`config.mk`:
```
export PLATFORM = sky130hd
export DESIGN_NAME = process_priority_ready_queue
export DESIGN_NICKNAME = d
export VERILOG_FILES = /design/src/hw/rtl/pprq_pkg.sv /design/src/hw/rtl/pprq_cell.sv /design/src/hw/rtl/process_priority_ready_queue.sv
export SDC_FILE = /design/constraint.sdc
export NUM_CORES = 1
export LEC_CHECK = 0
export CAP_MARGIN = 20
export CORE_MARGIN = 1.5
export CORE_UTILIZATION = 67
export CTS_BUF_LIST = sky130_fd_sc_hd__clkbuf_8
export DETAILED_ROUTE_END_ITERATION = 10
export DONT_BUFFER_PORTS = 1
export GPL_TIMING_DRIVEN = 0
export PLACE_DENSITY = 0.83
export SLEW_MARGIN = 40
export SYNTH_ARGS = -nofsm -noshare
export SYNTH_HDL_FRONTEND = slang
export SYNTH_HIERARCHICAL = 1
export SYNTH_SLANG_ARGS = --single-unit
```
`constraint.sdc`:
```
create_clock -name clk -period 13.2 [get_ports clk]
set_input_delay 1.98 -clock clk [delete_from_list [all_inputs] [get_ports clk]]
set_output_delay 1.98 -clock clk [all_outputs]
set_load 0.05 [all_outputs]
```
`src/hw/rtl/pprq_pkg.sv`:
```
// ----------------------------------------------------------------------------
// pprq_pkg
// Types, sizes and codes shared by the process priority ready queue.
// ----------------------------------------------------------------------------
`default_nettype none

package pprq_pkg;

    // Sizes
    localparam int DEPTH     = 16;
    localparam int PID_BITS  = 8;
    localparam int PRIO_BITS = 4;
    localparam int CNT_BITS  = $clog2(DEPTH + 1);
    localparam int OCC_BITS  = 5;
    localparam int IDX_BITS  = $clog2(DEPTH);

    // Operation codes
    typedef enum logic [1:0] {
        OP_INS_AFTER  = 2'd0,
        OP_INS_BEFORE = 2'd1,
        OP_POP        = 2'd2,
        OP_REMOVE     = 2'd3
    } op_t;

    // Status codes
    typedef enum logic [1:0] {
        ST_OK        = 2'd0,
        ST_EMPTY     = 2'd1,
        ST_NOT_FOUND = 2'd2,
        ST_FULL      = 2'd3
    } status_t;

    // One queue entry
    typedef struct packed {
        logic [PID_BITS-1:0]  pid;
        logic [PRIO_BITS-1:0] prio;
    } entry_t;

    // Command transaction
    typedef struct packed {
        op_t                  op;
        logic [PID_BITS-1:0]  pid;
        logic [PRIO_BITS-1:0] priority_req;
    } cmd_t;

    // Result transaction
    typedef struct packed {
        status_t              status;
        logic [PID_BITS-1:0]  out_pid;
        logic [PRIO_BITS-1:0] out_priority;
        logic [OCC_BITS-1:0]  occupancy;
    } result_t;

    // Controls broadcast to every cell
    typedef struct packed {
        logic   ins_en;     // commit an insert this cycle
        logic   rem_en;     // commit a pop / remove this cycle
        logic   before_eq;  // insert ahead of equal priorities
        logic   pop_mode;   // match the head instead of a pid
        entry_t req;        // entry to insert, pid to look for
    } cell_ctrl_t;

endpackage : pprq_pkg

`default_nettype wire

```
`src/hw/rtl/pprq_cell.sv`:
```
// ----------------------------------------------------------------------------
// pprq_cell
// One slot of the sorted queue. Compares its entry against the broadcast
// request and shifts toward the tail on insert or toward the head on removal.
// ----------------------------------------------------------------------------
`default_nettype none

module pprq_cell (
    input  wire                   clk,
    input  pprq_pkg::cell_ctrl_t  ctrl,
    input  wire                   valid,        // slot index below count
    input  wire                   is_head,
    input  wire                   left_flag,    // left neighbor stays in place
    input  pprq_pkg::entry_t      left_entry,
    input  pprq_pkg::entry_t      right_entry,
    input  wire                   found_in,     // match seen nearer the head
    input  pprq_pkg::entry_t      sel_in,
    output logic                  flag,
    output pprq_pkg::entry_t      entry,
    output logic                  found_out,
    output pprq_pkg::entry_t      sel_out
);

    pprq_pkg::entry_t entry_reg;
    pprq_pkg::entry_t entry_next;
    logic             match;
    logic             prio_lt;
    logic             prio_eq;

    // Local compares
    assign prio_lt = entry_reg.prio < ctrl.req.prio;
    assign prio_eq = entry_reg.prio == ctrl.req.prio;
    assign flag    = valid & (prio_lt | (prio_eq & ~ctrl.before_eq));
    assign match   = valid & (ctrl.pop_mode ? is_head : (entry_reg.pid == ctrl.req.pid));

    // First-match chain toward the tail
    assign found_out = found_in | match;
    assign sel_out   = found_in ? sel_in : entry_reg;
    assign entry     = entry_reg;

    // Slot update
    always_comb
    begin
        entry_next = entry_reg;
        if (ctrl.ins_en && !flag)
        begin
            entry_next = left_flag ? ctrl.req : left_entry;
        end
        else if (ctrl.rem_en && found_out)
        begin
            entry_next = right_entry;
        end
    end

    always_ff @(posedge clk)
    begin
        entry_reg <= entry_next;
    end

endmodule : pprq_cell

`default_nettype wire

```
`src/hw/rtl/process_priority_ready_queue.sv`:
```
// ----------------------------------------------------------------------------
// process_priority_ready_queue
// Stable sorted ready queue of (pid, priority) entries held in a row of cells.
// ----------------------------------------------------------------------------
//  Channel   Handshake             Payload
//  command   start & !busy         cmd    (op, pid, priority_req)
//  result    done, one cycle       result (status, out_pid, out_priority,
//                                          occupancy)
//
//  Each command is first registered, then handled in the exec state, in which every
//  cell compares in parallel and the row shifts; the result strobes on the next
//  cycle while a new command may already be taken.
//  Reset clears the control state and the entry count; slot contents are
//  not reset. The receiver cannot stall the result.
// ----------------------------------------------------------------------------
`default_nettype none

module process_priority_ready_queue (
    input  wire                    clk,
    input  wire                    rst_n,
    input  wire                    start,
    output logic                   busy,
    input  pprq_pkg::cmd_t         cmd,
    output logic                   done,
    output pprq_pkg::result_t      result
);

    typedef enum logic [1:0] {
        S_IDLE = 2'b01,
        S_EXEC = 2'b10
    } state_t;

    state_t                         state_reg;
    state_t                         state_next;
    pprq_pkg::cmd_t                 cmd_reg;
    logic [pprq_pkg::CNT_BITS-1:0]  count_reg;
    logic [pprq_pkg::CNT_BITS-1:0]  count_next;
    logic                           done_reg;
    pprq_pkg::result_t              result_reg;
    pprq_pkg::result_t              result_next;

    pprq_pkg::cell_ctrl_t           ctrl;
    logic                           is_ins;
    logic                           full;
    logic                           empty;
    logic                           exec;

    logic             [pprq_pkg::DEPTH-1:0] valid;
    logic             [pprq_pkg::DEPTH-1:0] flag;
    logic             [pprq_pkg::DEPTH:0]   found;
    pprq_pkg::entry_t [pprq_pkg::DEPTH-1:0] entry;
    pprq_pkg::entry_t [pprq_pkg::DEPTH:0]   sel;

    // Control
    always_comb
    begin
        state_next = state_reg;
        unique case (state_reg)
            S_IDLE:  if (start) state_next = S_EXEC;
            S_EXEC:  state_next = S_IDLE;
            default: state_next = S_IDLE;
        endcase
    end

    always_ff @(posedge clk or negedge rst_n)
    begin
        if (!rst_n)
        begin
            state_reg <= S_IDLE;
            done_reg  <= 1'b0;
            count_reg <= '0;
        end
        else
        begin
            state_reg <= state_next;
            done_reg  <= exec;
            count_reg <= count_next;
        end
    end

    assign busy = (state_reg == S_EXEC);
    assign exec = busy;

    // Command register
    always_ff @(posedge clk)
    begin
        if (start && !busy)
        begin
            cmd_reg <= cmd;
        end
    end

    // Broadcast to the cells
    assign is_ins = (cmd_reg.op == pprq_pkg::OP_INS_AFTER) ||
                    (cmd_reg.op == pprq_pkg::OP_INS_BEFORE);
    assign full   = (count_reg >= pprq_pkg::CNT_BITS'(pprq_pkg::DEPTH));
    assign empty  = (count_reg == '0);

    always_comb
    begin
        ctrl.ins_en    = exec & is_ins & ~full;
        ctrl.rem_en    = exec & ~is_ins;
        ctrl.before_eq = (cmd_reg.op == pprq_pkg::OP_INS_BEFORE);
        ctrl.pop_mode  = (cmd_reg.op == pprq_pkg::OP_POP);
        ctrl.req.pid   = cmd_reg.pid;
        ctrl.req.prio  = cmd_reg.priority_req;
    end

    // Row of cells, head at index 0
    assign found[0] = 1'b0;
    assign sel[0]   = ctrl.req;

    for (genvar i = 0; i < pprq_pkg::DEPTH; i++)
    begin : g_cell
        assign valid[i] = pprq_pkg::CNT_BITS'(i) < count_reg;

        pprq_cell u_cell (
            .clk         (clk),
            .ctrl        (ctrl),
            .valid       (valid[i]),
            .is_head     ((i == 0) ? 1'b1 : 1'b0),
            .left_flag   ((i == 0) ? 1'b1 : flag[(i == 0) ? 0 : i - 1]),
            .left_entry  (entry[(i == 0) ? 0 : i - 1]),
            .right_entry (entry[(i == pprq_pkg::DEPTH - 1) ? i : i + 1]),
            .found_in    (found[i]),
            .sel_in      (sel[i]),
            .flag        (flag[i]),
            .entry       (entry[i]),
            .found_out   (found[i+1]),
            .sel_out     (sel[i+1])
        );
    end

    // Count and result
    always_comb
    begin
        count_next               = count_reg;
        result_next.status       = pprq_pkg::ST_OK;
        result_next.out_pid      = '0;
        result_next.out_priority = '0;
        if (is_ins)
        begin
            if (full)
            begin
                result_next.status = pprq_pkg::ST_FULL;
            end
            else
            begin
                count_next = count_reg + 1'b1;
            end
        end
        else if (empty)
        begin
            result_next.status = pprq_pkg::ST_EMPTY;
        end
        else if (!found[pprq_pkg::DEPTH])
        begin
            result_next.status = pprq_pkg::ST_NOT_FOUND;
        end
        else
        begin
            count_next               = count_reg - 1'b1;
            result_next.out_pid      = sel[pprq_pkg::DEPTH].pid;
            result_next.out_priority = sel[pprq_pkg::DEPTH].prio;
        end
        if (!exec)
        begin
            count_next = count_reg;
        end
        result_next.occupancy = pprq_pkg::OCC_BITS'(count_next);
    end

    always_ff @(posedge clk)
    begin
        if (exec)
        begin
            result_reg <= result_next;
        end
    end

    assign done   = done_reg;
    assign result = result_reg;

endmodule : process_priority_ready_queue

`default_nettype wire

```
# [After elaboration in Yosys (flattened, before gate mapping)]
# Cells that the tools add are included.
[classes] n_addsub=2 order_cmp=33 eq_ne=37 n_mux=87 n_bitwise=86 reduce_logical=68
[ops] cell="12-bit 2-to-1 mux" n=60
[ops] cell="8-bit equality test" n=16
[ops] cell="4-bit equality test" n=16
[ops] cell="4-bit less-than comparator" n=16
[ops] cell="1-bit bitwise AND" n=51
[ops] cell="4-bit by 5-bit less-than comparator with 1-bit output (first input constant)" n=8
[ops] cell="1-bit logical AND" n=32
[ops] cell="1-bit bitwise OR" n=31
[ops] cell="2-bit nonzero test" n=15
[ops] cell="5-bit 2-to-1 mux" n=5
[ops] cell="3-bit by 5-bit less-than comparator with 1-bit output (first input constant)" n=4
[ops] cell="1-bit zero test" n=17
[ops] cell="1-bit 2-to-1 mux" n=16
[ops] cell="2-bit 2-to-1 mux" n=6
[ops] cell="1-bit by 5-bit less-than comparator with 1-bit output (first input constant)" n=2
[ops] cell="2-bit by 5-bit less-than comparator with 1-bit output (first input constant)" n=2
[ops] cell="5-bit by 1-bit adder with 5-bit output (second input constant)" n=1
[ops] cell="5-bit greater-or-equal comparator (second input constant)" n=1
[ops] cell="5-bit zero test" n=1
[ops] cell="5-bit by 1-bit subtractor with 5-bit output (second input constant)" n=1
[ops] cell="2-bit by 1-bit equality test with 1-bit output (second input constant)" n=2
[ops] cell="2-bit equality test (second input constant)" n=2
[ops] cell="1-bit inverter" n=4
[ops] cell="3-bit OR reduction" n=1
[ops] cell="other kinds (3)" n=3
[word_totals] register_bits=233 out_inout_bits=21 word_cells=355

# [Longest topological paths before layout]
[depth] ltp_word=22 depth_mapped=54 depth_no_buf=38

# [Modules after synthesis]
# The synthesis kept the hierarchy.
[by_module_without_submodules] mod="pprq_cell" n_inst=16 cells_each=90 area_each_um2=1108.6 seq_area_each_um2=360.3
[by_module_without_submodules] mod="process_priority_ready_queue" n_inst=1 cells_each=137 area_each_um2=1813.0 seq_area_each_um2=1192.4

# [Least setup slack after synthesis]
# No wires, ideal clock.
[synth_timing] kind="register -> register" from="register cmd_reg[13] (netlist bit)" to="register result_reg (netlist bit result[4]), data pin" setup_ns=0.159 arrival_ns=11.823 required_ns=13.041 slack_ns=1.218 path_stages_with_launch=54 path_buffers=16 synth_period_minus_slack_ns=11.982 path_cell_list="edfxtp_1 -> clkbuf_1 -> nor2b_1 -> nand4b_1 -> o21ai_0 -> buf_2 -> a31oi_1 -> o21ai_0 -> buf_2 -> a31oi_1 -> o21ai_0 -> buf_2 -> a31oi_1 -> o21ai_0 -> buf_2 -> a31oi_1 -> o21ai_0 -> buf_2 -> [... 18 more ...] -> a31oi_1 -> o21ai_0 -> buf_2 -> a31oi_1 -> o21ai_0 -> buf_2 -> a31oi_1 -> o21ai_0 -> buf_2 -> a31oi_1 -> o21ai_0 -> buf_2 -> a31oi_1 -> o21ai_0 -> and4bb_2 -> a21oi_1 -> o22ai_1 -> a21oi_1"
[synth_rtl] item="start, declared" line="process_priority_ready_queue.sv:35" text="pprq_pkg::cmd_t cmd_reg;"
[synth_rtl] item="start signal, assigned" line="process_priority_ready_queue.sv:89" text="cmd_reg <= cmd;"
[synth_rtl] item="end signal, assigned" line="process_priority_ready_queue.sv:177" text="result_reg <= result_next;"
[synth_rtl] item="end, declared" line="process_priority_ready_queue.sv:39" text="pprq_pkg::result_t result_reg;"

# [Worst setup path in the final report]
[layout_timing] from="register count_reg[1] (netlist bit)" to="register result_reg (netlist bit result[4]), data pin"
[layout_via] elab_chain_cells=21
[layout_lines] item="start, declared" line="process_priority_ready_queue.sv:36" text="logic [pprq_pkg::CNT_BITS-1:0] count_reg;"
[layout_lines] item="start signal, assigned" line="process_priority_ready_queue.sv:77" text="count_reg <= count_next;"
[layout_lines] item="1-bit by 5-bit less-than comparator with 1-bit output" line="process_priority_ready_queue.sv:115" text="assign valid[i] = pprq_pkg::CNT_BITS'(i) < count_reg;"
[layout_lines] item="net valid (one bit)" line="process_priority_ready_queue.sv:48" text="logic [pprq_pkg::DEPTH-1:0] valid;"
[layout_lines] item="1-bit bitwise AND" line="pprq_cell.sv:34" text="assign match = valid & (ctrl.pop_mode ? is_head : (entry_reg.pid == ctrl.req.pid));"
[layout_lines] item="net found (one bit)" line="process_priority_ready_queue.sv:50" text="logic [pprq_pkg::DEPTH:0] found;"
[layout_lines] item="1-bit bitwise OR" line="pprq_cell.sv:37" text="assign found_out = found_in | match;"
[layout_lines] item="net found (one bit)" line="process_priority_ready_queue.sv:50"
[layout_lines] item="1-bit bitwise OR" line="pprq_cell.sv:37"
[layout_lines] item="net found (one bit)" line="process_priority_ready_queue.sv:50"
[layout_lines] item="[... 1 more ...]"
[layout_lines] item="net found (one bit)" line="process_priority_ready_queue.sv:50"
[layout_lines] item="[... 1 more ...]"
[layout_lines] item="net found (one bit)" line="process_priority_ready_queue.sv:50"
[layout_lines] item="[... 1 more ...]"
[layout_lines] item="net found (one bit)" line="process_priority_ready_queue.sv:50"
[layout_lines] item="[... 1 more ...]"
[layout_lines] item="net found (one bit)" line="process_priority_ready_queue.sv:50"
[layout_lines] item="[... 1 more ...]"
[layout_lines] item="net found (one bit)" line="process_priority_ready_queue.sv:50"
[layout_lines] item="[... 1 more ...]"
[layout_lines] item="net found (one bit)" line="process_priority_ready_queue.sv:50"
[layout_lines] item="[... 1 more ...]"
[layout_lines] item="net found (one bit)" line="process_priority_ready_queue.sv:50"
[layout_lines] item="[... 1 more ...]"
[layout_lines] item="net found (one bit)" line="process_priority_ready_queue.sv:50"
[layout_lines] item="[... 1 more ...]"
[layout_lines] item="net found (one bit)" line="process_priority_ready_queue.sv:50"
[layout_lines] item="[... 1 more ...]"
[layout_lines] item="net found (one bit)" line="process_priority_ready_queue.sv:50"
[layout_lines] item="[... 1 more ...]"
[layout_lines] item="net found (one bit)" line="process_priority_ready_queue.sv:50"
[layout_lines] item="[... 1 more ...]"
[layout_lines] item="net found (one bit)" line="process_priority_ready_queue.sv:50"
[layout_lines] item="1-bit bitwise OR" line="pprq_cell.sv:37"
[layout_lines] item="net found (one bit)" line="process_priority_ready_queue.sv:50"
[layout_lines] item="5-bit 2-to-1 mux" line="process_priority_ready_queue.sv:156" text="else if (!found[pprq_pkg::DEPTH])"
[layout_lines] item="5-bit 2-to-1 mux" line="process_priority_ready_queue.sv:152" text="else if (empty)"
[layout_lines] item="5-bit 2-to-1 mux" line="process_priority_ready_queue.sv:141" text="if (is_ins)"
[layout_lines] item="5-bit 2-to-1 mux" line="process_priority_ready_queue.sv:166" text="if (!exec)"
[layout_lines] item="net count_next (one bit)" line="process_priority_ready_queue.sv:37" text="logic [pprq_pkg::CNT_BITS-1:0] count_next;"
# The timed path passes the listed nets, and every way through them passes these cells.
# A chain may end at the register's enable or synchronous reset.

==> qor.txt <==
Status: finished, final reports clean
Fmax: 0.0795 GHz
Starting density of the core: 68.0%
First-pass GRT wire length: 81.3 mm
CP max-delay cell: dfrtp_1
P&R area growth vs syn: 10.3%
Startpoint types: flop
Pleak: 8.18 nW
Residual DRC: 0
CP Launch Point: count_reg[1]
Synth Instances: 1574
Cell family with most CP delay: compound AO/OA/AOI/OAI gates
Worst-Skew Late Latency: 560 ps
Wirelength, routed: 52.3 mm
Routed Antenna Nets: 0
Placed Area: 0.0206 mm2
Leading cell type in the layout, fill and taps excluded: mux2_2
Layout cells sized above 1: 47.1%
Total CTS buffers: 43
GRT Residual Overflow: 0
YS warnings: 6
Final Skew: 20.2 ps
Core Box Area: 0.0287 mm2
Ports: 38
WS Path Type: reg2reg
Cell mode on critical path: buf_2
Setup Viol. Count Final: 0
WHS Path Cells: 1
CP bufs+invs: 16
Die H: 174 um
Setup TNS: 0 ps
Setup crit end kind: flop
Chip width: 174 um
Netlist Area Pre-Place: 0.0195 mm2
GRT Resource Usage Total: 34.5%
Unrepaired setup endpoints after global routing: no
WL per Instance: 25.0 um
Clk buf depth: 3
Min cycle time layout: 12580 ps
Routed via count: 13800
Slew HR: 40.1%
Critical path required time: 13590 ps
FF-to-FF Start: count_reg[1]
Power Dens Cells: 118 mW/mm2
Maxcap violations: 0
Initial antenna violation count: 1
CP Max Fanout: 10
WP depth: 54
Hold Violations, Final: 0
Detailed placement HPWL: 38.9 mm
Vias per cell: 6.58
DRT Pass-1 Iters: 6
Multi-input logic area: 0.0120 mm2
CTS tree: built
1st-iter DRT viols: 1289
R2R Setup Slk: 620 ps
CTS Sinks: 233
Reg clk slew, reported paths: 60 ps
R2R depth: 54
Input/output buffers: 0
Tcrit/Tclk final: 95.3%
Pin count of the biggest net entering global routing: 36
# fillers: 1846
Post-layout net count: 1763
Root Buffer: clkbuf_8
Seq. cell area: 0.00696 mm2
Avg Inst Size Synth: 12.4 um2
Die area: 0.0302 mm2
Number of global-route vias before repair: 14300
Max Slew Vio Count: 0
CP Capture Point: result[4]
Most frequent cells in the layout: mux2_2 (400), edfxtp_1 (225), mux2_4 (160)
Critical Path AT: 12960 ps
Hold-fix buffers, CTS: 0
Max reg flops: 192
Max incr delay on CP: 400 ps
Hold crit path type: reg2reg
Fin area: 0.0215 mm2
H-tree levels: 2
Finished Core Util: 75.0%
Number of cell rows: 62
Worst-margin pin slew: 889 ps
R2r endpoint: result[4]
GPL Wtd Cong: 0.874
Worst vdd ir: 0.000102 V
## worst reg2reg max path, delay by kind of cell (launching register included)
family | cells | cell delay, ps
flip-flops | 1 | 400
AO/OA/AOI/OAI | 35 | 7400
AND/OR/NAND/NOR | 3 | 740
buffers and inverters | 16 | 3860
## worst min-delay path by stage
stage | to | from | slack [ps]
6_report | state_reg[0] | state_reg[1] | 500
5_1_grt | state_reg[0] | state_reg[1] | 510
4_1_cts | state_reg[0] | state_reg[1] | 500
3_5_place_dp | state_reg[0] | state_reg[1] | 470
3_3_place_gp | state_reg[0] | state_reg[1] | 460
2_1_floorplan | state_reg[0] | state_reg[1] | 450
## per-stage QoR
step                      hold slack [ps]  power [mW]  worst slack (ps)  cells
after detailed placement              474        1.87             -2770   2015
after global routing                  514        2.62              3.97   2093
after floorplan                       453        1.63              1220   1596
after CTS                             496        2.51              79.2   2091
after global placement                462        1.82             -3850   1980
final                                 502        2.53               622   2093
## final cells by class
| cell class | count | area share, % |
|---|---|---|
| antenna | 1 | 0.0116 |
| buffer | 55 | 2.44 |
| clock buffer | 46 | 2.94 |
| clock inverter | 29 | 0.558 |
| inverter | 104 | 1.81 |
| multi-input combinational | 1203 | 55.6 |
| sequential | 233 | 32.3 |
| tap | 384 | 2.23 |
| timing repair buffer | 38 | 2.10 |
## timing repair
action | 4_1_cts | 5_1_grt
setup buffers | 2 | 0
resized for setup | 26 | 14
setup endpoints to repair | 59 | 47
## power breakdown
group	internal, mW	switching, mW	total [mW]
registers	0.863	0.0588	0.921
clock network	0.319	0.317	0.636
logic	0.478	0.497	0.976
## metal layers
layer	global-route usage (%)	share of wire, %
met5	0	0
met4	14.7	4.2
met3	5.15	7.1
met2	59.0	49
met1	43.7	40
Power figures use the tool's default switching activity.
